### src/postfix_stack_evaluator_assert.svh
// Assertion macros for the postfix stack evaluator.
// Depends on nothing; the files that check themselves include it.
`ifndef POSTFIX_STACK_EVALUATOR_ASSERT_SVH
`define POSTFIX_STACK_EVALUATOR_ASSERT_SVH
`ifndef SYNTHESIS
// A property that must hold at every clock edge outside reset.
`define PSE_ASSERT(label, clk, rst_n, expr, msg) \
  label: assert property (@(posedge clk) disable iff (!rst_n) (expr)) else $error(msg);
// A condition that must be followed by another one in the next cycle.
`define PSE_ASSERT_NEXT(label, clk, rst_n, ante, cons, msg) \
  label: assert property (@(posedge clk) disable iff (!rst_n) (ante) |=> (cons)) \
    else $error(msg);
`else
`define PSE_ASSERT(label, clk, rst_n, expr, msg)
`define PSE_ASSERT_NEXT(label, clk, rst_n, ante, cons, msg)
`endif
`endif

### src/pse_pkg.sv
// Shared types and constants of the postfix stack evaluator.
// Used by the stack, the ALU and the top level; depends on nothing.
`default_nettype none
package pse_pkg;

  localparam int unsigned SYM_W  = 8;
  localparam int unsigned DATA_W = 32;
  localparam int unsigned ST_W   = 3;

  localparam logic [ST_W-1:0] ST_OK        = 3'd0;
  localparam logic [ST_W-1:0] ST_UNDERFLOW = 3'd1;
  localparam logic [ST_W-1:0] ST_OVERFLOW  = 3'd2;
  localparam logic [ST_W-1:0] ST_ZERODIV   = 3'd3;
  localparam logic [ST_W-1:0] ST_EMPTY     = 3'd4;

  localparam logic [SYM_W-1:0] CH_0   = 8'h30;
  localparam logic [SYM_W-1:0] CH_9   = 8'h39;
  localparam logic [SYM_W-1:0] CH_ADD = 8'h2b;
  localparam logic [SYM_W-1:0] CH_SUB = 8'h2d;
  localparam logic [SYM_W-1:0] CH_MUL = 8'h2a;
  localparam logic [SYM_W-1:0] CH_DIV = 8'h2f;
  localparam logic [SYM_W-1:0] CH_REM = 8'h25;
  localparam logic [SYM_W-1:0] CH_POW = 8'h5e;

  typedef enum logic [2:0] {
    ALU_ADD,
    ALU_SUB,
    ALU_MUL,
    ALU_DIV,
    ALU_REM,
    ALU_POW,
    ALU_ZERO
  } alu_op_e;

  typedef enum logic [2:0] {
    A_IDLE,
    A_DIV,
    A_FIX,
    A_POW_ACC,
    A_POW_SQ,
    A_DONE
  } alu_state_e;

  typedef enum logic [1:0] {
    S_IDLE,
    S_EXEC,
    S_WAIT,
    S_FIN
  } seq_state_e;

  typedef struct packed {
    logic    start;
    alu_op_e op;
  } alu_req_t;

  typedef struct packed {
    logic done;
    logic zero_div;
  } alu_rsp_t;

  // Maps an operator character onto the ALU operation; anything unknown yields zero.
  function automatic alu_op_e decode_op(input logic [SYM_W-1:0] sym);
    alu_op_e op;
    case (sym)
      CH_ADD:  op = ALU_ADD;
      CH_SUB:  op = ALU_SUB;
      CH_MUL:  op = ALU_MUL;
      CH_DIV:  op = ALU_DIV;
      CH_REM:  op = ALU_REM;
      CH_POW:  op = ALU_POW;
      default: op = ALU_ZERO;
    endcase
    return op;
  endfunction

endpackage
`default_nettype wire

### src/pse_stack.sv
// Operand stack memory: one write port and one registered read port.
// Depends on pse_pkg for the word width.
`default_nettype none
module pse_stack
  import pse_pkg::*;
#(
  parameter int unsigned DEPTH = 16,
  localparam int unsigned AW = (DEPTH > 1) ? $clog2(DEPTH) : 1
) (
  input  wire logic              clk_i,
  input  wire logic              wr_en_i,
  input  wire logic [AW-1:0]     wr_addr_i,
  input  wire logic [DATA_W-1:0] wr_data_i,
  input  wire logic              rd_en_i,
  input  wire logic [AW-1:0]     rd_addr_i,
  output logic      [DATA_W-1:0] rd_data_o
);

  logic [DATA_W-1:0] mem_q [DEPTH];
  logic [DATA_W-1:0] rd_data_q;

  always_ff @(posedge clk_i) begin
    if (wr_en_i) begin
      mem_q[wr_addr_i] <= wr_data_i;
    end
  end

  always_ff @(posedge clk_i) begin
    if (rd_en_i) begin
      rd_data_q <= mem_q[rd_addr_i];
    end
  end

  assign rd_data_o = rd_data_q;

endmodule
`default_nettype wire

### src/pse_alu.sv
// Shared arithmetic unit: add, subtract, one 32x32 multiplier reused for
// multiply and power, and a radix-2 restoring divider. Depends on pse_pkg.
`default_nettype none
module pse_alu
  import pse_pkg::*;
(
  input  wire logic              clk_i,
  input  wire logic              rst_ni,
  input  wire alu_req_t          req_i,
  input  wire logic [DATA_W-1:0] a_i,
  input  wire logic [DATA_W-1:0] b_i,
  output alu_rsp_t               rsp_o,
  output logic      [DATA_W-1:0] result_o
);

  alu_state_e state_q, state_d;

  logic [DATA_W-1:0] res_q;     // result, and the accumulator during power
  logic              zdiv_q;
  logic [DATA_W-1:0] quo_q;     // dividend shifting into quotient
  logic [DATA_W-1:0] rem_q;
  logic [DATA_W-1:0] mb_q;      // divisor magnitude
  logic [DATA_W-1:0] sq_q;      // running square of the base
  logic [DATA_W-1:0] exp_q;
  logic [4:0]        cnt_q;
  logic              neg_q;
  logic              is_div_q;

  logic [DATA_W-1:0] mul_x, mul_y;
  logic [2*DATA_W-1:0] prod_full;
  logic [DATA_W-1:0] prod;
  logic [DATA_W:0]   rem_sh, diff;
  logic [DATA_W-1:0] abs_a, abs_b;

  assign abs_a = a_i[DATA_W-1] ? (DATA_W'(0) - a_i) : a_i;
  assign abs_b = b_i[DATA_W-1] ? (DATA_W'(0) - b_i) : b_i;

  // Multiplier operand selection.
  always_comb begin
    mul_x = sq_q;
    mul_y = sq_q;
    if (state_q == A_IDLE) begin
      mul_x = a_i;
      mul_y = b_i;
    end else if (state_q == A_POW_ACC && exp_q[0]) begin
      mul_x = res_q;
      mul_y = sq_q;
    end
  end

  assign prod_full = mul_x * mul_y;
  assign prod      = prod_full[DATA_W-1:0];

  assign rem_sh = {rem_q, quo_q[DATA_W-1]};
  assign diff   = rem_sh - {1'b0, mb_q};

  // Next state.
  always_comb begin
    state_d = state_q;
    case (state_q)
      A_IDLE: begin
        if (req_i.start) begin
          case (req_i.op)
            ALU_DIV, ALU_REM: state_d = (b_i == '0) ? A_DONE : A_DIV;
            ALU_POW:          state_d = b_i[DATA_W-1] ? A_DONE : A_POW_ACC;
            default:          state_d = A_DONE;
          endcase
        end
      end
      A_DIV:     state_d = (cnt_q == 5'd31) ? A_FIX : A_DIV;
      A_FIX:     state_d = A_DONE;
      A_POW_ACC: begin
        if (exp_q == '0) begin
          state_d = A_DONE;
        end else if (exp_q[0]) begin
          state_d = A_POW_SQ;
        end
      end
      A_POW_SQ:  state_d = A_POW_ACC;
      A_DONE:    state_d = A_IDLE;
      default:   state_d = A_IDLE;
    endcase
  end

  // Outputs.
  always_comb begin
    rsp_o.done     = (state_q == A_DONE);
    rsp_o.zero_div = zdiv_q;
    result_o       = res_q;
  end

  always_ff @(posedge clk_i or negedge rst_ni) begin
    if (!rst_ni) begin
      state_q <= A_IDLE;
    end else begin
      state_q <= state_d;
    end
  end

  always_ff @(posedge clk_i) begin
    case (state_q)
      A_IDLE: begin
        if (req_i.start) begin
          zdiv_q   <= 1'b0;
          quo_q    <= abs_a;
          mb_q     <= abs_b;
          rem_q    <= '0;
          cnt_q    <= '0;
          is_div_q <= (req_i.op == ALU_DIV);
          neg_q    <= (req_i.op == ALU_DIV) ? (a_i[DATA_W-1] ^ b_i[DATA_W-1])
                                            : a_i[DATA_W-1];
          sq_q     <= a_i;
          exp_q    <= b_i;
          case (req_i.op)
            ALU_ADD: res_q <= a_i + b_i;
            ALU_SUB: res_q <= a_i - b_i;
            ALU_MUL: res_q <= prod;
            ALU_DIV, ALU_REM: begin
              res_q  <= '0;
              zdiv_q <= (b_i == '0);
            end
            ALU_POW: begin
              if (b_i[DATA_W-1]) begin
                // Negative exponent: only a base of one or minus one survives.
                if (a_i == DATA_W'(1)) begin
                  res_q <= DATA_W'(1);
                end else if (a_i == '1) begin
                  res_q <= b_i[0] ? '1 : DATA_W'(1);
                end else begin
                  res_q <= '0;
                end
                zdiv_q <= (a_i == '0);
              end else begin
                res_q <= DATA_W'(1);
              end
            end
            default: res_q <= '0;
          endcase
        end
      end
      A_DIV: begin
        cnt_q <= cnt_q + 5'd1;
        if (!diff[DATA_W]) begin
          rem_q <= diff[DATA_W-1:0];
          quo_q <= {quo_q[DATA_W-2:0], 1'b1};
        end else begin
          rem_q <= rem_sh[DATA_W-1:0];
          quo_q <= {quo_q[DATA_W-2:0], 1'b0};
        end
      end
      A_FIX: begin
        if (is_div_q) begin
          res_q <= neg_q ? (DATA_W'(0) - quo_q) : quo_q;
        end else begin
          res_q <= neg_q ? (DATA_W'(0) - rem_q) : rem_q;
        end
      end
      A_POW_ACC: begin
        if (exp_q != '0) begin
          if (exp_q[0]) begin
            res_q <= prod;
          end else begin
            sq_q  <= prod;
            exp_q <= exp_q >> 1;
          end
        end
      end
      A_POW_SQ: begin
        sq_q  <= prod;
        exp_q <= exp_q >> 1;
      end
      default: begin
      end
    endcase
  end

endmodule
`default_nettype wire

### src/postfix_stack_evaluator.sv
// Top level of the postfix stack evaluator: sequencer, top-of-stack register,
// output register. Depends on pse_pkg, pse_stack, pse_alu and the assert header.
//
//  channel  | dir | tdata bits (low first)              | tlast
//  s_axis   | in  | [7:0] symbol                        | last
//  m_axis   | out | [31:0] value, [34:32] status, zeros | -
//
// A digit is pushed as it is accepted. An operator passes the execute and wait
// states and the ALU: add, subtract, multiply and unknown characters go straight
// to done, divide and modulo run the divider (one quotient bit per cycle), power
// steps through square and accumulate (one multiplier shared by both). A final
// character then loads the output register, which waits there while m_axis stalls.
// Reset clears the sequencer, the count and the error; no clearing pass runs.
`default_nettype none
`include "postfix_stack_evaluator_assert.svh"
module postfix_stack_evaluator
  import pse_pkg::*;
#(
  parameter int unsigned STACK_DEPTH = 16
) (
  input  wire logic        clk_i,
  input  wire logic        rst_ni,
  input  wire logic        s_axis_tvalid_i,
  output logic             s_axis_tready_o,
  input  wire logic [7:0]  s_axis_tdata_i,   // [7:0] symbol
  input  wire logic        s_axis_tlast_i,
  output logic             m_axis_tvalid_o,
  input  wire logic        m_axis_tready_i,
  output logic      [39:0] m_axis_tdata_o    // [31:0] value, [34:32] status
);

  localparam int unsigned AW = (STACK_DEPTH > 1) ? $clog2(STACK_DEPTH) : 1;
  localparam int unsigned CW = $clog2(STACK_DEPTH + 1);

  seq_state_e state_q, state_d;

  logic [CW-1:0]     count_q, count_d;
  logic [ST_W-1:0]   err_q, err_d;
  logic [DATA_W-1:0] top_q, top_d;
  alu_op_e           op_q;
  logic              last_q;
  logic              out_valid_q, out_valid_d;
  logic [DATA_W-1:0] out_value_q;
  logic [ST_W-1:0]   out_status_q;

  logic              accept, is_digit, out_load, enough;
  logic [CW-1:0]     cnt_m2;
  logic              wr_en, rd_en;
  logic [AW-1:0]     wr_addr;
  logic [DATA_W-1:0] wr_data, rd_data, alu_res, digit_val;
  alu_req_t          alu_req;
  alu_rsp_t          alu_rsp;

  assign accept    = s_axis_tvalid_i && s_axis_tready_o;
  assign is_digit  = s_axis_tdata_i inside {[CH_0:CH_9]};
  assign enough    = (count_q >= CW'(2));
  assign cnt_m2    = count_q - CW'(2);
  assign digit_val = {{(DATA_W-SYM_W){1'b0}}, s_axis_tdata_i - CH_0};
  assign out_load  = (state_q == S_FIN) && (!out_valid_q || m_axis_tready_i);

  // Next state.
  always_comb begin
    state_d = state_q;
    case (state_q)
      S_IDLE: begin
        if (accept) begin
          if (is_digit || !enough) begin
            state_d = s_axis_tlast_i ? S_FIN : S_IDLE;
          end else begin
            state_d = S_EXEC;
          end
        end
      end
      S_EXEC:  state_d = S_WAIT;
      S_WAIT:  if (alu_rsp.done) state_d = last_q ? S_FIN : S_IDLE;
      S_FIN:   if (out_load) state_d = S_IDLE;
      default: state_d = S_IDLE;
    endcase
  end

  // Control outputs.
  always_comb begin
    s_axis_tready_o = (state_q == S_IDLE);
    alu_req.start   = (state_q == S_EXEC);
    alu_req.op      = op_q;
    rd_en           = accept && !is_digit && enough;
    wr_en           = 1'b0;
    wr_addr         = count_q[AW-1:0];
    wr_data         = digit_val;
    if (accept && is_digit && (count_q < CW'(STACK_DEPTH))) begin
      wr_en = 1'b1;
    end else if (state_q == S_WAIT && alu_rsp.done) begin
      wr_en   = 1'b1;
      wr_addr = cnt_m2[AW-1:0];
      wr_data = alu_res;
    end
  end

  // Stack pointer, top of stack and sticky error.
  always_comb begin
    count_d = count_q;
    err_d   = err_q;
    top_d   = top_q;
    if (accept) begin
      if (is_digit) begin
        if (count_q < CW'(STACK_DEPTH)) begin
          count_d = count_q + CW'(1);
          top_d   = digit_val;
        end else if (err_q == ST_OK) begin
          err_d = ST_OVERFLOW;
        end
      end else if (!enough && err_q == ST_OK) begin
        err_d = ST_UNDERFLOW;
      end
    end
    if (state_q == S_WAIT && alu_rsp.done) begin
      count_d = count_q - CW'(1);
      top_d   = alu_res;
      if (alu_rsp.zero_div && err_q == ST_OK) begin
        err_d = ST_ZERODIV;
      end
    end
    if (out_load) begin
      count_d = '0;
      err_d   = ST_OK;
    end
  end

  always_comb begin
    out_valid_d = out_valid_q;
    if (out_load) begin
      out_valid_d = 1'b1;
    end else if (m_axis_tready_i) begin
      out_valid_d = 1'b0;
    end
  end

  always_ff @(posedge clk_i or negedge rst_ni) begin
    if (!rst_ni) begin
      state_q     <= S_IDLE;
      count_q     <= '0;
      err_q       <= ST_OK;
      out_valid_q <= 1'b0;
    end else begin
      state_q     <= state_d;
      count_q     <= count_d;
      err_q       <= err_d;
      out_valid_q <= out_valid_d;
    end
  end

  always_ff @(posedge clk_i) begin
    top_q <= top_d;
    if (accept) begin
      op_q   <= decode_op(s_axis_tdata_i);
      last_q <= s_axis_tlast_i;
    end
    if (out_load) begin
      if (err_q != ST_OK) begin
        out_value_q  <= '0;
        out_status_q <= err_q;
      end else if (count_q == '0) begin
        out_value_q  <= '0;
        out_status_q <= ST_EMPTY;
      end else begin
        out_value_q  <= top_q;
        out_status_q <= ST_OK;
      end
    end
  end

  assign m_axis_tvalid_o = out_valid_q;
  assign m_axis_tdata_o  = {5'd0, out_status_q, out_value_q};

  pse_stack #(
    .DEPTH(STACK_DEPTH)
  ) u_stack (
    .clk_i    (clk_i),
    .wr_en_i  (wr_en),
    .wr_addr_i(wr_addr),
    .wr_data_i(wr_data),
    .rd_en_i  (rd_en),
    .rd_addr_i(cnt_m2[AW-1:0]),
    .rd_data_o(rd_data)
  );

  pse_alu u_alu (
    .clk_i   (clk_i),
    .rst_ni  (rst_ni),
    .req_i   (alu_req),
    .a_i     (rd_data),
    .b_i     (top_q),
    .rsp_o   (alu_rsp),
    .result_o(alu_res)
  );

  `PSE_ASSERT(a_count_bound, clk_i, rst_ni, count_q <= CW'(STACK_DEPTH), "stack count overrun")
  `PSE_ASSERT(a_done_in_wait, clk_i, rst_ni, !alu_rsp.done || state_q == S_WAIT, "ALU done outside wait")
  `PSE_ASSERT_NEXT(a_clear_on_load, clk_i, rst_ni, out_load, count_q == '0 && err_q == ST_OK && m_axis_tvalid_o, "expression state not cleared")

endmodule
`default_nettype wire
### config.mk
export PLATFORM = sky130hd
export DESIGN_NAME = postfix_stack_evaluator
export DESIGN_NICKNAME = d
export VERILOG_FILES = /design/src/pse_pkg.sv /design/src/pse_stack.sv /design/src/pse_alu.sv /design/src/postfix_stack_evaluator.sv
export VERILOG_INCLUDE_DIRS = /design/src /design/src/src
export SDC_FILE = /design/constraint.sdc
export NUM_CORES = 2
export LEC_CHECK = 0
export ABC_CLOCK_PERIOD_IN_PS = 9720
export BUFFER_PORTS_ARGS = -buffer_cell sky130_fd_sc_hd__buf_2
export CORE_UTILIZATION = 25
export DETAILED_ROUTE_END_ITERATION = 8
export PLACE_DENSITY = 0.39
export SYNTH_ARGS = -nofsm -noshare
export SYNTH_HDL_FRONTEND = slang
export SYNTH_HIERARCHICAL = 1
export SYNTH_SLANG_ARGS = --single-unit
export TNS_END_PERCENT = 30
### constraint.sdc
create_clock -name clk_i -period 9.72 [get_ports clk_i]
set_input_delay 1.458 -clock clk_i [delete_from_list [all_inputs] [get_ports clk_i]]
set_output_delay 1.458 -clock clk_i [all_outputs]
set_load 0.03 [all_outputs]
# Word-level counts from Yosys, hierarchy flattened
# Memory sizes are Yosys's and may differ from the RTL's. A register that Yosys moved wholly into a read port is not among the register bits.
# Index checks and enable logic that the tools add are counted.
[totals]
ff_bits = 285
latch_bits = 0
ramBits = 512
mem_bits_ro = 0
output_inout_bits = 42
wordCells = 199
memories = 1
[mem_list]
columns = ["memory", "depth", "width", "rd", "rd_ports_with_merged_regs", "write_ports", "line", "source"]
rows = [
  ["u_stack.mem_q", 16, 32, 1, 1, 1, "pse_stack.sv:19", "logic [DATA_W-1:0] mem_q [DEPTH];"],
]
[classes]
addsub = 12
n_mul = 1
n_div = 0
n_lt_le_gt_ge = 4
n_eq_ne = 30
shifts = 0
muxes = 81
bitwise = 1
reduce_logical = 47
[op_table]
columns = ["operator", "n"]
rows = [
  ["two-way mux 32 bit", 29],
  ["one-hot mux 32 bit (3 select lines)", 3],
  ["one-hot mux 32 bit (2 select lines)", 2],
  ["one-hot mux 32 bit (4 select lines)", 1],
  ["subtractor 1 x 32 -> 32 bit (first input constant)", 4],
  ["zero test 32 bit", 3],
  ["two-way mux 3 bit", 15],
  ["equality test 8 x 6 -> 1 bit (second input constant)", 5],
  ["subtractor 33 x 32 -> 33 bit", 1],
  ["adder 32 bit", 1],
  ["equality test 32 x 1 -> 1 bit (second input constant)", 1],
  ["equality test 32 bit (second input constant)", 1],
  ["multiplier 32 x 32 -> 32 bit", 1],
  ["nonzero test 32 bit", 1],
  ["subtractor 32 bit", 1],
  ["two-way mux 31 bit", 1],
  ["two-way mux 5 bit", 6],
  ["one-hot mux 3 bit (6 select lines)", 1],
  ["nonzero test 3 bit", 6],
  ["one-hot mux 3 bit (5 select lines)", 1],
  ["two-way mux 2 bit", 7],
  ["equality test 3 x 2 -> 1 bit (second input constant)", 4],
  ["equality test 3 bit (second input constant)", 4],
  ["AND reduction 3 bit", 4],
  ["33 further kinds", 73],
]

# Longest topological paths before layout
[logic_depth]
ltp_word = 9
mapped_depth = 37
mapped_depth_nobuf = 32

# Cells and area by module
# The synthesis kept the hierarchy.
[by_module_without_submodules]
columns = ["module", "n_inst", "cells_per_inst", "area_per_inst_um2"]
rows = [
  ["pse_alu", 1, 3624, 31730.4],
  ["pse_stack", 1, 838, 20155.6],
  ["postfix_stack_evaluator", 1, 314, 3967.6],
]

# Least setup slack after synthesis
# Ideal clock, no wire load.
[synth_path]
path_type = "reg-to-reg"
start = "reg u_alu.state_q[0]"
end = "reg u_alu.res_q[30], in the netlist u_alu/result_o[30] (data pin)"
setup_time_ns = 0.266
arrival_ns = 8.876
path_slack_ns = 0.578
path_stages_with_launch = 34
period_less_slack_ns = 9.142
cell_sequence = "dfrtp_1 buf_2 nor3_2 buf_2 buf_1 buf_1 buf_1 nor2_1 nor2_1 nand2_1 fa_1 inv_1 fa_1 fa_1 inv_1 fa_1 inv_1 fa_1 fa_1 fa_1 fa_1 ha_1 a21o_1 a21o_1 a21o_1 a21o_1 a21oi_1 a21oi_1 or3_1 a31oi_1 xor2_1 nor2_1 a211oi_1 o21ai_1"
[synth_between]
elab_chain_len = 8
elab_cells_between_ends = 13
classes_between = "1 x mul; 2 x eq/ne; 8 x mux; 2 x reduce/logical"
[synth_rtl]
columns = ["item", "line", "source"]
rows = [
  ["start: declaration", "pse_alu.sv:16", "alu_state_e state_q, state_d;"],
  ["start signal: assignment", "pse_alu.sv:96", "state_q <= state_d;"],
  ["equality test 3 x 2 -> 1 bit", "pse_alu.sv:45, pse_alu.sv:101", ""],
  ["logical AND 1 bit", "pse_alu.sv:45", "end else if (state_q == A_POW_ACC && exp_q[0]) begin"],
  ["two-way mux 32 bit", "pse_alu.sv:45", ""],
  ["two-way mux 32 bit", "pse_alu.sv:42", "if (state_q == A_IDLE) begin"],
  ["multiplier 32 x 32 -> 32 bit", "pse_alu.sv:51", "assign prod_full = mul_x * mul_y;"],
  ["one-hot mux 32 bit (4 select lines) or two-way mux 32 bit (tied branches)", "pse_alu.sv:114, pse_alu.sv:160", ""],
  ["two-way mux 32 bit, on equally long branches", "pse_alu.sv:103, pse_alu.sv:159", ""],
  ["one-hot mux 32 bit (3 select lines) (*)", "pse_alu.sv:101", "case (state_q)"],
  ["end signal: assignment", "pse_alu.sv:115", "ALU_ADD: res_q <= a_i + b_i;"],
  ["end signal: assignment", "pse_alu.sv:116", "ALU_SUB: res_q <= a_i - b_i;"],
  ["end signal: assignment", "pse_alu.sv:117", "ALU_MUL: res_q <= prod;"],
  ["end: declaration", "pse_alu.sv:18", "logic [DATA_W-1:0] res_q;"],
]
# Mark *: on every way between the ends. The rest lies on a longest branch, timed or not. The select of a mux whose other input is x is not followed.
# A chain may end at the register's enable or synchronous reset.

# Worst setup path after layout
[layout_path]
start = "reg u_alu.state_q[2]"
end = "reg u_alu.res_q[30], in the netlist u_alu/result_o[30] (data pin)"
# Same word-level chain as after synthesis.

==> flow_summary.yaml <==
clock_network:
  clock_latency_ns: 0.73
  numCtsBuffers: 88
  cts_root_buf: "clkbuf_16"
  cts_setup_buffers: 0
  clk_pin_slew_worst_paths_ns: 0.06
  cts_resized: 0
  ctsHoldBuffers: 0
  clockBufferDepth: 3
  cts_max_level: 3
  cts_tree: "built"
  clock-sinks: 829
setup_path:
  critPathLaunchType: "flip-flop"
  crit_top_cell: "fa_1"
  r2r_start: "u_alu/state_q[2]$_DFFE_PN0P_"
  critPathKind: "reg -> reg"
  max_stage_delay_ns: 0.64
  rrSetupSlack_ns: 0.35
  worstPathMaxFanout: 22
  cp.arrival_ns: 9.80
  r2r_cells: 29
  cp_slowest_cell: "fa_1"
  startpoint: "u_alu/state_q[2]$_DFFE_PN0P_"
  critPathRequiredTime_ns: 10.15
  end_kind: "flip-flop"
global_routing:
  grt_pass1_wl_um: 296000
  antenna_found_initial: 13
  grt_overflow_total: 0
  grt_pass1_vias: 39100
  grt_max_degree: 100
  grt_use_total_pct: 18.4
worst_hold_path:
  whs_path_depth: 1
  hold_path_class: "reg -> reg"
  hp-start: "err_q[2]$_DFF_PN0_"
die:
  fp.dieH_um: 475
  start_util_pct: 25.1
  num_rows: 173
  io-pin-count: 55
  core_area_um2: 222000
  die_area_um2: 225000
  die_x_um: 475
timing:
  hold_viol_final: 0
  rsz0062_at_grt: "false"
  setup_violations: 0
  period_needed_ns: 9.37
  finalMaxSlewViolations: 0
  slew_headroom_pct: 19.4
  skew_ns: 0.0700
  fmax_mhz: 107
  post-route-period-util_pct: 96.4
  fin_tns_setup_ns: 0
  worst_pin_slew_ns: 1.18
placement:
  hpwl_um: 153000
  portBuffers: 49
  gp_congestion: 0.927
  dpl-instance-area_um2: 60500
logic_synthesis:
  yosysTopAreaCellShare_pct: 43.8
  synth_largest_area_cell: "edfxtp_1"
  synth_area_leaders: "edfxtp_1, fa_1, mux4_2"
  syn_area_um2: 55900
  yosysWarnings: 6
  async_flop_share_pct: 1.69
  syn_avg_cell_area_um2: 11.7
  ys.flop_type: "edfxtp_1"
  syn_inst: 4776
  ys_seq_elements: 829
  synth-seq-area-share_pct: 44.4
  ys_types: 89
  synth_edf_count: 815
detailed_routing:
  vias: 37700
  drc: 0
  wl_per_cell_um: 26.2
  ant_nets: 0
  drt_iter0_drc: 2987
  drtPass1Iterations: 5
  drt-total-wl_um: 207000
  vias_per_cell: 4.77
final_layout:
  design_area_um2: 63500
  layout-drive-gt1-share_pct: 13.4
  area_growth_pct: 13.6
  antenna_cells: 0
  utilization_pct: 28.6
  layout.nets: 5485
job:
  maxCapViolations: 0
status:
  status: "completed"
[placed cells by master, fill, tap and decap left out, types with 15 or more instances in the layout]
cell,synthesis,layout
buf_2,25,49
o21a_1,29,29
nor3_1,21,15
fa_1,411,411
a21oi_1,135,132
o22ai_1,17,17
a21o_1,43,43
or2_2,23,23
mux2i_1,90,82
nand3_1,42,42
nor2_1,511,497
and2_4,30,30
o41ai_1,15,15
edfxtp_1,815,815
or3_1,32,31
nor4_1,19,19
a22o_1,29,29
nand4_1,23,23
o21ai_1,35,34
o211ai_1,16,16
o31ai_1,39,38
a31oi_1,16,16
and2_1,68,65
xnor2_1,175,174
a211oi_1,22,21
o21ai_0,146,141
clkinv_2,0,19
nand2b_1,45,45
ha_1,202,202
nand2_1,524,523
clkbuf_16,0,88
inv_1,446,443
mux4_2,129,129
a22oi_1,69,69
xor2_1,117,117
buf_4,18,195
nor2b_1,22,20
[worst max-delay path, delay by kind of cell, from the launching register on]
family | cells | cell delay [ns]
compound gates | 6 | 1.44
mux | 1 | 0.21
fa+ha+maj | 9 | 4.46
buf+inv | 5 | 1.11
simple gates | 7 | 1.09
flops | 1 | 0.42
xor+xnor | 1 | 0.36
[state kept, by name (all words and copies together) (netlist names), 32 cells and up]
signal and count:
u_alu/rem_q 32, u_stack/mem_q 512, out_value_q 32, u_alu/mb_q 32, u_alu/quo_q 32, top_q 32, u_alu/result_o 32, u_alu/exp_q 32
u_stack/rd_data_o 32, u_alu/sq_q 32
[synth_stat cells (18+ instances only)]
| library cell | number |
|---|---|
| clkbuf_1 | 179 |
| o21ai_0 | 146 |
| a22o_1 | 29 |
| xnor2_1 | 175 |
| inv_1 | 446 |
| or3_1 | 32 |
| nor4_1 | 19 |
| mux2i_1 | 90 |
| mux4_2 | 129 |
| o31ai_1 | 39 |
| and2_4 | 30 |
| fa_1 | 411 |
| buf_4 | 18 |
| nor3_1 | 21 |
| buf_1 | 30 |
| nand3_1 | 42 |
| nor2_1 | 511 |
| nand4_1 | 23 |
| or2_2 | 23 |
| a21o_1 | 43 |
| buf_2 | 25 |
| and2_1 | 68 |
| nor2b_1 | 22 |
| nand2_1 | 524 |
| edfxtp_1 | 815 |
| o21ai_1 | 35 |
| nand2b_1 | 45 |
| a211oi_1 | 22 |
| ha_1 | 202 |
| xor2_1 | 117 |
| a22oi_1 | 69 |
| a21oi_1 | 135 |
| o21a_1 | 29 |
[area by class of cell]
type / count / area (µm²)
Clock buffer: 105 / 2300
Clock inverter: 56 / 624
Fill cell: 23100 / 159000
Inverter: 447 / 1680
Multi-Input combinational cell: 3246 / 28500
Sequential cell: 829 / 24800
Tap cell: 2975 / 3720
Timing Repair Buffer: 247 / 1770
[layer usage]
| metal | GRT usage, % | vias to the layer above | part of all wire [%] |
|---|---|---|---|
| li1 | - | 16700 | - |
| met1 | 25.1 | 19800 | 45 |
| met2 | 30.7 | 958 | 48 |
| met3 | 1.90 | 237 | 3.9 |
| met4 | 5.17 | 8 | 2.8 |
| met5 | 0 | - | 0.025 |
[final timing paths]
kind | end
worst max-delay path | u_alu/result_o[30]$_DFFE_PP_
worst min-delay path | err_q[2]$_DFF_PN0_
worst max register to register | u_alu/result_o[30]$_DFFE_PP_
worst min register to register | err_q[2]$_DFF_PN0_
max in group asynchronous | u_alu/state_q[0]$_DFFE_PN0P_
min in group asynchronous | m_axis_tvalid_o$_DFFE_PN0P_
[logic make-up after synthesis]
| kind of cell | after synthesis | synth area share, % |
|---|---|---|
| AO/OA/AOI/OAI | 676 | 7.93 |
| adder cells (fa/ha/maj) | 613 | 19.3 |
| AND/OR/NAND/NOR | 1424 | 11.6 |
| flip-flops | 829 | 44.4 |
| other | 1 | 0.00671 |
| buffers and inverters | 705 | 5.00 |
| multiplexers | 234 | 7.12 |
| XOR/XNOR | 294 | 4.66 |
[per-stage QoR]
stage               hold slack, ns  setup WS [ns]  instances
global placement             0.508          0.405       7744
global route                 0.560         0.0714       7905
CTS                          0.521          0.239       7905
finish                       0.522          0.353       7905
floorplan                    0.479          0.578       4780
detailed placement           0.507          0.307       7744
Power is not shown: default switching activity piles up to over one toggle a cycle in this logic, so the estimate is an artifact.
